### config.mk
export PLATFORM = sky130hd
export DESIGN_NAME = interrupt_controller_claim
export DESIGN_NICKNAME = d
export VERILOG_FILES = /design/src/rtl/core/icc_pkg.sv /design/src/rtl/core/icc_prio_ram.sv /design/src/rtl/core/icc_scan.sv /design/src/rtl/core/interrupt_controller_claim.sv
export SDC_FILE = /design/constraint.sdc
export NUM_CORES = 2
export LEC_CHECK = 0
export ABC_AREA = 0
export BUFFER_PORTS_ARGS = -buffer_cell sky130_fd_sc_hd__buf_2
export CELL_PAD_IN_SITES_DETAIL_PLACEMENT = 1
export CELL_PAD_IN_SITES_GLOBAL_PLACEMENT = 1
export CORE_ASPECT_RATIO = 0.8
export CORE_MARGIN = 2
export CORE_UTILIZATION = 58
export CTS_CLUSTER_DIAMETER = 60
export CTS_CLUSTER_SIZE = 25
export DETAILED_ROUTE_END_ITERATION = 10
export PLACE_DENSITY = 0.91
export SLEW_MARGIN = 20
export SYNTH_ARGS = -nofsm -noshare
export SYNTH_HDL_FRONTEND = slang
export SYNTH_SLANG_ARGS = --single-unit
### constraint.sdc
create_clock -name clk -period 8.5 [get_ports clk]
set_input_delay 2.55 -clock clk [delete_from_list [all_inputs] [get_ports clk]]
set_output_delay 2.55 -clock clk [all_outputs]
set_load 0.02 [all_outputs]
### src/rtl/core/icc_pkg.sv
// Shared constants, codes and types for the interrupt claim controller.
// Used by icc_prio_ram, icc_scan and interrupt_controller_claim.
package icc_pkg;

  localparam int NUM_SOURCES = 32;               // claimable sources are 1 .. NUM_SOURCES-1
  localparam int PRIO_DEPTH  = 32;               // priority store, indexed by offset bits 6:2
  localparam int IDX_W       = $clog2(PRIO_DEPTH);
  localparam int CNT_W       = $clog2(NUM_SOURCES + 1);

  localparam logic [1:0] OP_READ  = 2'd0;
  localparam logic [1:0] OP_WRITE = 2'd1;
  localparam logic [1:0] OP_LINE  = 2'd2;

  localparam logic [25:0] OFF_PENDING   = 26'h0001000;
  localparam logic [25:0] OFF_ENABLE    = 26'h0002000;
  localparam logic [25:0] OFF_THRESHOLD = 26'h0200000;
  localparam logic [25:0] OFF_CLAIM     = 26'h0200004;

  // Control from the sequencer to the scan accumulator
  typedef struct packed {
    logic             clear;   // start a fresh scan
    logic             sample;  // read data for addr is present this cycle
    logic [IDX_W-1:0] addr;    // source whose priority is on the read port
    logic             cand;    // source is asserted, enabled and not in service
  } scan_ctl_t;

endpackage

### src/rtl/core/icc_prio_ram.sv
// Per-source priority store: one write port, one read port, registered read data.
// Entries not yet written read as zero through valid bits cleared at reset.
// Depends on icc_pkg.
module icc_prio_ram (
  input  logic                         clk,
  input  logic                         rst,
  input  logic                         we,
  input  logic [icc_pkg::IDX_W-1:0]    waddr,
  input  logic [31:0]                  wdata,
  input  logic                         re,
  input  logic [icc_pkg::IDX_W-1:0]    raddr,
  output logic [31:0]                  rdata
);

  logic [31:0]                    mem [icc_pkg::PRIO_DEPTH];
  logic [icc_pkg::PRIO_DEPTH-1:0] valid;
  logic [31:0]                    rdata_raw;
  logic                           rvalid;

  always_ff @(posedge clk) begin
    if (we) begin
      mem[waddr] <= wdata;
    end
    if (re) begin
      rdata_raw <= mem[raddr];
    end
  end

  always_ff @(posedge clk) begin
    if (rst) begin
      valid  <= '0;
      rvalid <= 1'b0;
    end else begin
      if (we) begin
        valid[waddr] <= 1'b1;
      end
      if (re) begin
        rvalid <= valid[raddr];
      end
    end
  end

  assign rdata = rvalid ? rdata_raw : 32'd0;

endmodule

### src/rtl/core/icc_scan.sv
// Scan accumulator: tracks the best claimable source and how many qualify.
// Fed one stored priority per cycle by the sequencer. Depends on icc_pkg.
module icc_scan (
  input  logic                       clk,
  input  logic                       rst,
  input  icc_pkg::scan_ctl_t         ctl,
  input  logic [31:0]                prio,
  input  logic [31:0]                threshold,
  output logic [icc_pkg::IDX_W-1:0]  best,
  output logic [1:0]                 qual_cnt
);

  logic [31:0] best_prio;
  logic        qualifies;

  assign qualifies = ctl.cand && (prio > threshold);

  always_ff @(posedge clk) begin
    if (rst) begin
      best      <= '0;
      best_prio <= '0;
      qual_cnt  <= '0;
    end else if (ctl.clear) begin
      best      <= '0;
      best_prio <= '0;
      qual_cnt  <= '0;
    end else if (ctl.sample && qualifies) begin
      // saturate at two: only "one" versus "more than one" matters
      if (qual_cnt != 2'd2) begin
        qual_cnt <= qual_cnt + 2'd1;
      end
      // strict compare keeps the lowest number on a tie
      if (prio > best_prio) begin
        best      <= ctl.addr;
        best_prio <= prio;
      end
    end
  end

endmodule

### src/rtl/core/interrupt_controller_claim.sv
// Single-context interrupt controller with claim/complete, top level.
// Depends on icc_pkg, icc_prio_ram and icc_scan.
//
// Usage: each input word is a register read, a register write or a device line
// update (operation, offset, write_data, source, level), taken on in_valid &&
// in_ready. Every input word yields exactly one output word (read_data,
// irq_pending), offered on out_valid and taken on out_valid && out_ready.
// Priorities sit in a 32-entry synchronous RAM; the masks and threshold are
// registers. After applying the word, a sequencer walks sources 1 to
// NUM_SOURCES-1 through the RAM read port, one per cycle, to find the best
// claimable source and whether another remains for irq_pending.
// A priority read first passes through S_PRD to capture the registered RAM
// read data, then walks like any other word.
// A new word is taken only between walks, the cycle after the previous result
// is loaded; a loaded result may wait in the output register meanwhile.
// If the receiver stalls with a result still held, the walk finishes and
// waits to load until the output register drains.
// Reset clears all masks, the threshold and the priority valid bits, so every
// priority reads as zero; no clearing pass is needed.
module interrupt_controller_claim (
  input  logic        clk,
  input  logic        rst,
  input  logic        in_valid,
  output logic        in_ready,
  input  logic [1:0]  operation,
  input  logic [25:0] offset,
  input  logic [31:0] write_data,
  input  logic [4:0]  source,
  input  logic        level,
  output logic        out_valid,
  input  logic        out_ready,
  output logic [31:0] read_data,
  output logic        irq_pending
);

  localparam logic [2:0] S_IDLE = 3'd0;
  localparam logic [2:0] S_EXEC = 3'd1;
  localparam logic [2:0] S_PRD  = 3'd2;
  localparam logic [2:0] S_SCAN = 3'd3;
  localparam logic [2:0] S_FIN  = 3'd4;

  logic [2:0]  state;
  logic [1:0]  op;
  logic [25:0] off;
  logic [31:0] wdat;
  logic [4:0]  src;
  logic        lvl;

  logic [31:0] enable_mask;
  logic [31:0] threshold;
  logic [31:0] in_service;
  logic [31:0] line_mask;
  logic [31:0] rdata;

  logic [icc_pkg::CNT_W-1:0] issue_idx;
  logic                      pv;
  logic [icc_pkg::IDX_W-1:0] paddr;

  logic                      prio_off;
  logic                      is_claim;
  logic                      out_free;
  logic                      issue_more;
  logic                      ram_we;
  logic                      ram_re;
  logic [icc_pkg::IDX_W-1:0] ram_raddr;
  logic [31:0]               ram_rdata;
  icc_pkg::scan_ctl_t        ctl;
  logic [icc_pkg::IDX_W-1:0] best;
  logic [1:0]                qual_cnt;

  assign prio_off   = (off[25:12] == 14'd0);
  assign is_claim   = (op == icc_pkg::OP_READ) && (off == icc_pkg::OFF_CLAIM);
  assign out_free   = !out_valid || out_ready;
  assign issue_more = (issue_idx < icc_pkg::CNT_W'(icc_pkg::NUM_SOURCES));
  assign in_ready   = (state == S_IDLE);

  assign ram_we    = (state == S_EXEC) && (op == icc_pkg::OP_WRITE) && prio_off;
  assign ram_re    = ((state == S_EXEC) && (op == icc_pkg::OP_READ) && prio_off) ||
                     ((state == S_SCAN) && issue_more);
  assign ram_raddr = (state == S_SCAN) ? issue_idx[icc_pkg::IDX_W-1:0] : off[6:2];

  assign ctl.clear  = (state == S_EXEC);
  assign ctl.sample = (state == S_SCAN) && pv;
  assign ctl.addr   = paddr;
  assign ctl.cand   = line_mask[paddr] & enable_mask[paddr] & ~in_service[paddr];

  icc_prio_ram u_ram (
    .clk   (clk),
    .rst   (rst),
    .we    (ram_we),
    .waddr (off[6:2]),
    .wdata (wdat),
    .re    (ram_re),
    .raddr (ram_raddr),
    .rdata (ram_rdata)
  );

  icc_scan u_scan (
    .clk       (clk),
    .rst       (rst),
    .ctl       (ctl),
    .prio      (ram_rdata),
    .threshold (threshold),
    .best      (best),
    .qual_cnt  (qual_cnt)
  );

  // Input word capture
  always_ff @(posedge clk) begin
    if (in_valid && in_ready) begin
      op   <= operation;
      off  <= offset;
      wdat <= write_data;
      src  <= source;
      lvl  <= level;
    end
  end

  always_ff @(posedge clk) begin
    if (rst) begin
      state       <= S_IDLE;
      enable_mask <= '0;
      threshold   <= '0;
      in_service  <= '0;
      line_mask   <= '0;
      issue_idx   <= '0;
      pv          <= 1'b0;
      paddr       <= '0;
      rdata       <= '0;
      out_valid   <= 1'b0;
      read_data   <= '0;
      irq_pending <= 1'b0;
    end else begin
      // drop a taken word unless the finish step reloads it this cycle
      if (out_valid && out_ready && (state != S_FIN)) begin
        out_valid <= 1'b0;
      end
      case (state)
        S_IDLE: begin
          if (in_valid) begin
            state <= S_EXEC;
          end
        end
        S_EXEC: begin
          issue_idx <= icc_pkg::CNT_W'(1);
          pv        <= 1'b0;
          case (op)
            icc_pkg::OP_READ: begin
              state <= prio_off ? S_PRD : S_SCAN;
              if (off == icc_pkg::OFF_PENDING) begin
                rdata <= line_mask;
              end else if (off == icc_pkg::OFF_ENABLE) begin
                rdata <= enable_mask;
              end else if (off == icc_pkg::OFF_THRESHOLD) begin
                rdata <= threshold;
              end else begin
                rdata <= '0;
              end
            end
            icc_pkg::OP_WRITE: begin
              state <= S_SCAN;
              rdata <= '0;
              if (off == icc_pkg::OFF_ENABLE) begin
                enable_mask <= wdat;
              end else if (off == icc_pkg::OFF_THRESHOLD) begin
                threshold <= wdat;
              end else if (off == icc_pkg::OFF_CLAIM) begin
                in_service <= in_service & ~(32'd1 << wdat[4:0]);
              end
            end
            icc_pkg::OP_LINE: begin
              state          <= S_SCAN;
              rdata          <= '0;
              line_mask[src] <= lvl;
            end
            default: begin
              state <= S_SCAN;
              rdata <= '0;
            end
          endcase
        end
        S_PRD: begin
          rdata <= ram_rdata;
          state <= S_SCAN;
        end
        S_SCAN: begin
          if (issue_more) begin
            pv        <= 1'b1;
            paddr     <= issue_idx[icc_pkg::IDX_W-1:0];
            issue_idx <= issue_idx + icc_pkg::CNT_W'(1);
          end else begin
            // last source is sampled this cycle
            pv    <= 1'b0;
            state <= S_FIN;
          end
        end
        S_FIN: begin
          if (out_free) begin
            out_valid <= 1'b1;
            state     <= S_IDLE;
            if (is_claim) begin
              read_data <= {27'd0, best};
              if (best != '0) begin
                in_service  <= in_service | (32'd1 << best);
                irq_pending <= (qual_cnt == 2'd2);
              end else begin
                irq_pending <= 1'b0;
              end
            end else begin
              read_data   <= rdata;
              irq_pending <= (qual_cnt != 2'd0);
            end
          end
        end
        default: begin
          state <= S_IDLE;
        end
      endcase
    end
  end

  // The walk never runs past the last source
  assert property (@(posedge clk) disable iff (rst)
    issue_idx <= icc_pkg::CNT_W'(icc_pkg::NUM_SOURCES))
    else $error("scan index past last source");

  // A qualifying source always leaves a winner
  assert property (@(posedge clk) disable iff (rst)
    (state == S_FIN) && (qual_cnt != 2'd0) |-> (best != '0))
    else $error("qualifying source without a winner");

  // The winner is never a source already in service
  assert property (@(posedge clk) disable iff (rst)
    (state == S_FIN) && (best != '0) |-> !in_service[best])
    else $error("claim winner already in service");

  // Finishing with a free output register presents a word next cycle
  assert property (@(posedge clk) disable iff (rst)
    (state == S_FIN) && out_free |=> out_valid && (state == S_IDLE))
    else $error("result not presented after walk");

  // No RAM write happens during the walk, while the read port is scanning
  assert property (@(posedge clk) disable iff (rst)
    !(ram_we && (state == S_SCAN)))
    else $error("priority write during walk");

endmodule
; ---- After elaboration in Yosys (flattened, before gate mapping)
; Memory sizes are Yosys's and may differ from the RTL's. A register that Yosys moved wholly into a read port is not among the register bits.
; Index checks and enable logic that the tools add are counted.
[totals]
register_bits = 347
ram_bits = 1024
input_bits = 70
output_inout_bits = 35
mem_count = 1
[classes]
addsub = 2
order_cmp = 9
eq_ne = 23
shift = 2
mux = 46
n_bitwise = 8
reduce_logical = 36
[memory_table]
columns = memory, depth, word_bits, read_ports, rd_clocked_by_memory_dff, wr, line_no
row1 = u_ram.mem, 32, 32, 1, 1, 1, icc_prio_ram.sv:15  ; logic [31:0] mem [icc_pkg::PRIO_DEPTH];
[ops]
columns = operator, n
row1 = 2-to-1 mux 32 bit, 13
row2 = case mux 32 bit (2 select lines), 2
row3 = greater-than comparator 32 bit, 2
row4 = OR 32 bit, 2
row5 = "left shift 1 x 5 -> 32 bit, first input constant", 2
row6 = "equality test 26 x 22 -> 1 bit, second input constant", 2
row7 = AND 32 bit, 1
row8 = bitwise mux 32 bit, 1
row9 = NOT 32 bit, 1
row10 = "equality test 26 x 13 -> 1 bit, second input constant", 1
row11 = "equality test 26 x 14 -> 1 bit, second input constant", 1
row12 = "< comparator 5 x 6 -> 1 bit, second input constant", 4
row13 = binary-select mux 1 bit (select 5 bit), 4
row14 = "inequality test 2 bit, second input constant", 9
row15 = 2-to-1 mux 1 bit, 16
row16 = case mux 3 bit (5 select lines), 1
row17 = logical AND 1 bit, 14
row18 = logical NOT 14 bit, 1
row19 = case mux 6 bit (2 select lines), 1
row20 = AND reduction 2 bit, 6
row21 = demux 1 bit (select 5 bit), 2
row22 = "greater-or-equal comparator 5 x 1 -> 1 bit, second input constant", 2
row23 = 2-to-1 mux 3 bit, 3
row24 = AND reduction 8 bit, 1
row25 = other kinds (24), 34

; ---- Depth between registers and ports, before layout
[depth]
depth_word = 8
depth_mapped = 13
mapped_depth_nobuf = 9

; ---- Cells and area by module
; Synthesis repeated with hierarchy kept, for this count alone.
[unflattened]
hier_cells = 3287
area_unflattened_um2 = 56155.1
[by_module_without_submodules]
columns = module, n_inst, cells_per_inst, area_each_um2
row1 = icc_prio_ram, 1, 1709, 41305.9
row2 = interrupt_controller_claim, 1, 1173, 11661.2
row3 = icc_scan, 1, 405, 3188.1

; ---- Worst setup path before layout
; Ideal clock, no wire load.
[synth_path]
path_type = input-to-reg
startpoint = input port in_valid
endpoint = register lvl (enable)
setup_time_ns = 0.431
arrival_ns = 4.101
setup_slack_ns = 3.968
stages = 1
n_path_buf = 0
path_cell_list = and2_1
[synth_between]
elab_chain_cells = 1
[synth_rtl]
columns = item, line_no
row1 = from (decl), interrupt_controller_claim.sv:23  ; input logic in_valid,
row2 = logical AND 1 bit, interrupt_controller_claim.sv:110  ; if (in_valid && in_ready) begin
row3 = to (signal assigned), interrupt_controller_claim.sv:115  ; lvl <= level;
row4 = to (decl), interrupt_controller_claim.sv:47  ; logic lvl;
; Every way passes these cells.
; A chain may end at the register's enable or synchronous reset.

; ---- Worst setup path after layout
[layout_path]
startpoint = register state[0]
endpoint = register u_ram.rdata_raw[16] (read register of u_ram.mem), data pin
[layout_between]
elab_chain_cells = 4
word_cells_on_any_way = 7
cone_classes = 2 x eq/ne / 1 x mux / 4 x reduce/logical
[layout_rtl]
columns = item, line_no
row1 = from (decl), interrupt_controller_claim.sv:42  ; logic [2:0] state;
row2 = from (signal assigned), interrupt_controller_claim.sv:149  ; state <= prio_off ? S_PRD : S_SCAN;
row3 = equality test 3 x 1 -> 1 bit, interrupt_controller_claim.sv:78  ; assign ram_re = ((state == S_EXEC) && (op == icc_pkg::OP_READ) && prio_off) ||
row4 = logical AND 1 bit (2 in series), interrupt_controller_claim.sv:78
row5 = logical OR 1 bit, interrupt_controller_claim.sv:78
row6 = to (decl), icc_prio_ram.sv:17  ; logic [31:0] rdata_raw;
; Several ways; a longest one is shown, not always the timed one.

==> out/results.txt <==
Yosys top cell by area: edfxtp_1
most common cell after layout, fill and taps aside: edfxtp_1
Clock Sinks: 1403
Slew Viols, Final: 0
startpoint types: flip-flop
design area: 60820 um^2
fin crit share: 0.5686
sw frac: 0.2558
I/O Buffers: 104
die width: 351.2 um
status: completed
Post-synth EDFFs: 1122
post-synthesis area per instance: 15.54 um^2
worst r2r dst: u_ram.rdata_raw[16]
Non-Filler Instances: 5006
DRC: 0
Antenna Nets Post-Route: 0
Synth Area in Adders: 0.01472
Min Hold Slack: 0.4640 ns
combinational share of power: 0.123
vias in the first global route: 36910
# IOs: 105
max_cap viols: 0
clock skew: 0.03741 ns
post-synthesis async set-or-reset flop share: 0
fin crit period: 4.833 ns
largest cells by area after synthesis: edfxtp_1 (60%), mux4_2 (11%), dfxtp_1 (10%), nand2_1 (3.8%), mux2i_1 (2.0%)
hold-critical path depth: 2
Max rail drop VDD: 0.2356 mV
CTS tree: built
CP Class: flip-flop to flip-flop
hold_sp: read_data[16]
H-tree depth reported by CTS: 3
total grt overflow: 0
clk_lat worst skew: 0.69 ns
Yosys reg bits: 1403
slew margin rel.: 0.2241
Starting DRT DRC Count: 5880
dpl ws: 2.901 ns
Worst-path clk slew: 0.10 ns
Initial Util: 0.5871
initial antenna violation count: 4
largest family of logic cells by synthesized area: multiplexers
first-pass GRT wire length: 250400 um
Setup violations, final: 0
Main synth FF type: edfxtp_1
Worst EP arrival: 5.25 ns
Synth top area share: 0.6022
CTS max path bufs: 3
Inst Count DP: 4856
Yosys cell types: 70
Worst Setup End Kind: flip-flop
Initial DRT Pass Iterations: 9
setup tns final: 0 ns
area grow syn2layout: 8.707%
root buf cell: clkbuf_16
Core Area: 95280 um^2
postcts setup bufs: 0
Final Core Density: 0.6383
WL/cell: 35.06 um
GRT Overall Usage: 0.3538
GPL Wtd Cong: 0.9173
f_max: 206.9 MHz
compound-cell area share of the yosys netlist: 0.05330
Internal: 9.942 mW
Seq pwr share: 0.578
clock buffer count from CTS: 72
DR vias/cell: 7.085
Worst Hold Endpoint: read_data[16]
WL final: 175500 um
die height: 281.8 um
crit-path max FO: 41
syn nets: 3734
RSZ-0062 raised after global routing: no
commonest non-fill, non-tap cells in the layout: edfxtp_1 (1122), nand2_1 (556), dfxtp_1 (281)
row cnt: 101
full die area: 98970 um^2
Setup WS post-layout: 3.667 ns
mux cell area share after synthesis: 0.1265
worst reg2reg path depth: 8
Simple-Gate Fraction of Synth Area: 0.08018
Reg-to-Reg Start: state[0]
Leak Pwr: 19.61 nW
Cells after Synth: 3599
clock network power share: 0.299
share of cells above drive strength 1: 0.1694
worst min-delay path class: flip-flop to flip-flop
hold_buf cts: 0
Detail Placement HPWL: 103300 um
dpl cell area: 58140 um^2
P per Cell Area: 219.7 nW/um^2
Post-CTS Resized: 0
Total Power: 13.36 mW
final layout net count: 3802
sw power: 3.418 mW
internal reg-to-reg setup slack: 3.67 ns
Worst Tran Pin Value: 1.164 ns
Post-Synth XOR/XNOR Area: 0.0004697
critical path data required time: 8.92 ns
Fin. Hold Viols: 0
largest net degree at the start of global routing: 146
vias: 35470
post-synthesis sequential area ratio: 0.7028
Mapped Area: 55940 um^2
synth warn: 0
==> worst max-delay path by stage <==
stage / startpoint / to / slack [ns] / depth (start not counted)
5_1_grt: state[0] / u_ram.rdata_raw[16] / 3.36 / 8
3_3_place_gp: out_ready / in_service[7] / 3.04 / 8
4_1_cts: out_ready / in_service[11] / 3.57 / 8
6_report: state[0] / u_ram.rdata_raw[16] / 3.67 / 8
2_1_floorplan: in_valid / lvl / 3.97 / 1
3_5_place_dp: out_ready / in_service[1] / 2.90 / 8
==> cell families (layout without fill, tap and decap cells) <==
family / Yosys count / after routing
flops: 1403 / 1403
simple gates: 1005 / 1005
compound gates: 445 / 445
mux: 379 / 379
buf+inv: 298 / 417
fa+ha+maj: 66 / 66
xor+xnor: 3 / 3
other cells: 0 / 1
==> state kept, by name, indices dropped and copies added (netlist names), 3 cells and up <==
signal and cells:
enable_mask 32, in_service 32, issue_idx 6, line_mask 32
off 26, paddr 5, rdata 32, read_data 32
src 5, state 3, threshold 32, u_ram.mem 1024
u_ram.rdata_raw 32, u_ram.valid 32, u_scan.best 5, u_scan.best_prio 32
wdat 32
==> Yosys cell counts, drive strengths merged, types with 5 or more instances <==
cell type,count
a211oi,12
a21o,7
a21oi,153
a222oi,32
a22oi,30
a32oi,39
and2,34
and3,39
buf,65
clkbuf,144
dfxtp,281
edfxtp,1122
ha,65
inv,88
mux2,5
mux2i,112
mux4,262
nand2,559
nand2b,18
nand3,101
nand3b,10
nand4,26
nand4b,10
nor2,142
nor2b,9
nor3,16
nor3b,8
nor4,10
o211ai,5
o21a,65
o21ai,61
o2bb2ai,13
or3,5
==> routing by layer <==
metal  wire (um)  track usage  up-vias  share of wire
met1       63230       0.4739    18150           0.36
met5          42            0        -        0.00024
met3       21760      0.09104      607           0.12
met2       81910       0.5576     2787           0.47
li1            -            -    13910              -
met4        8576       0.1462        6          0.049
==> cell type report <==
cell class                      count  area, um^2
Sequential cell                  1403       39320
Fill cell                        8535       34470
Multi-Input combinational cell   1898       15760
Clock buffer                       99        1998
Tap cell                         1287        1610
Timing Repair Buffer              203        1524
Inverter                           89       334.1
Clock inverter                     26       269.0
Antenna cell                        1       2.502
==> power by group through the flow <==
stage / registers (mW) / logic, mW / clock network, mW
global route: 7.73 / 1.72 / 4.18
global placement: 7.95 / 1.37 / 0
floorplan: 7.86 / 0.999 / 0
finish: 7.72 / 1.64 / 3.99
detailed placement: 7.96 / 1.47 / 0
CTS: 7.80 / 1.49 / 3.98
==> worst max-delay path, stage by stage (launching register included) <==
cell      delay (ns)
dfxtp_1         0.53
nand3b_1        0.60
mux2i_4         0.82
buf_4           0.58
buf_4           0.76
mux4_2          0.61
mux2i_1         0.18
a32oi_1         0.13
and3_1          0.26
No activity file was read; power rests on OpenSTA's default activity.
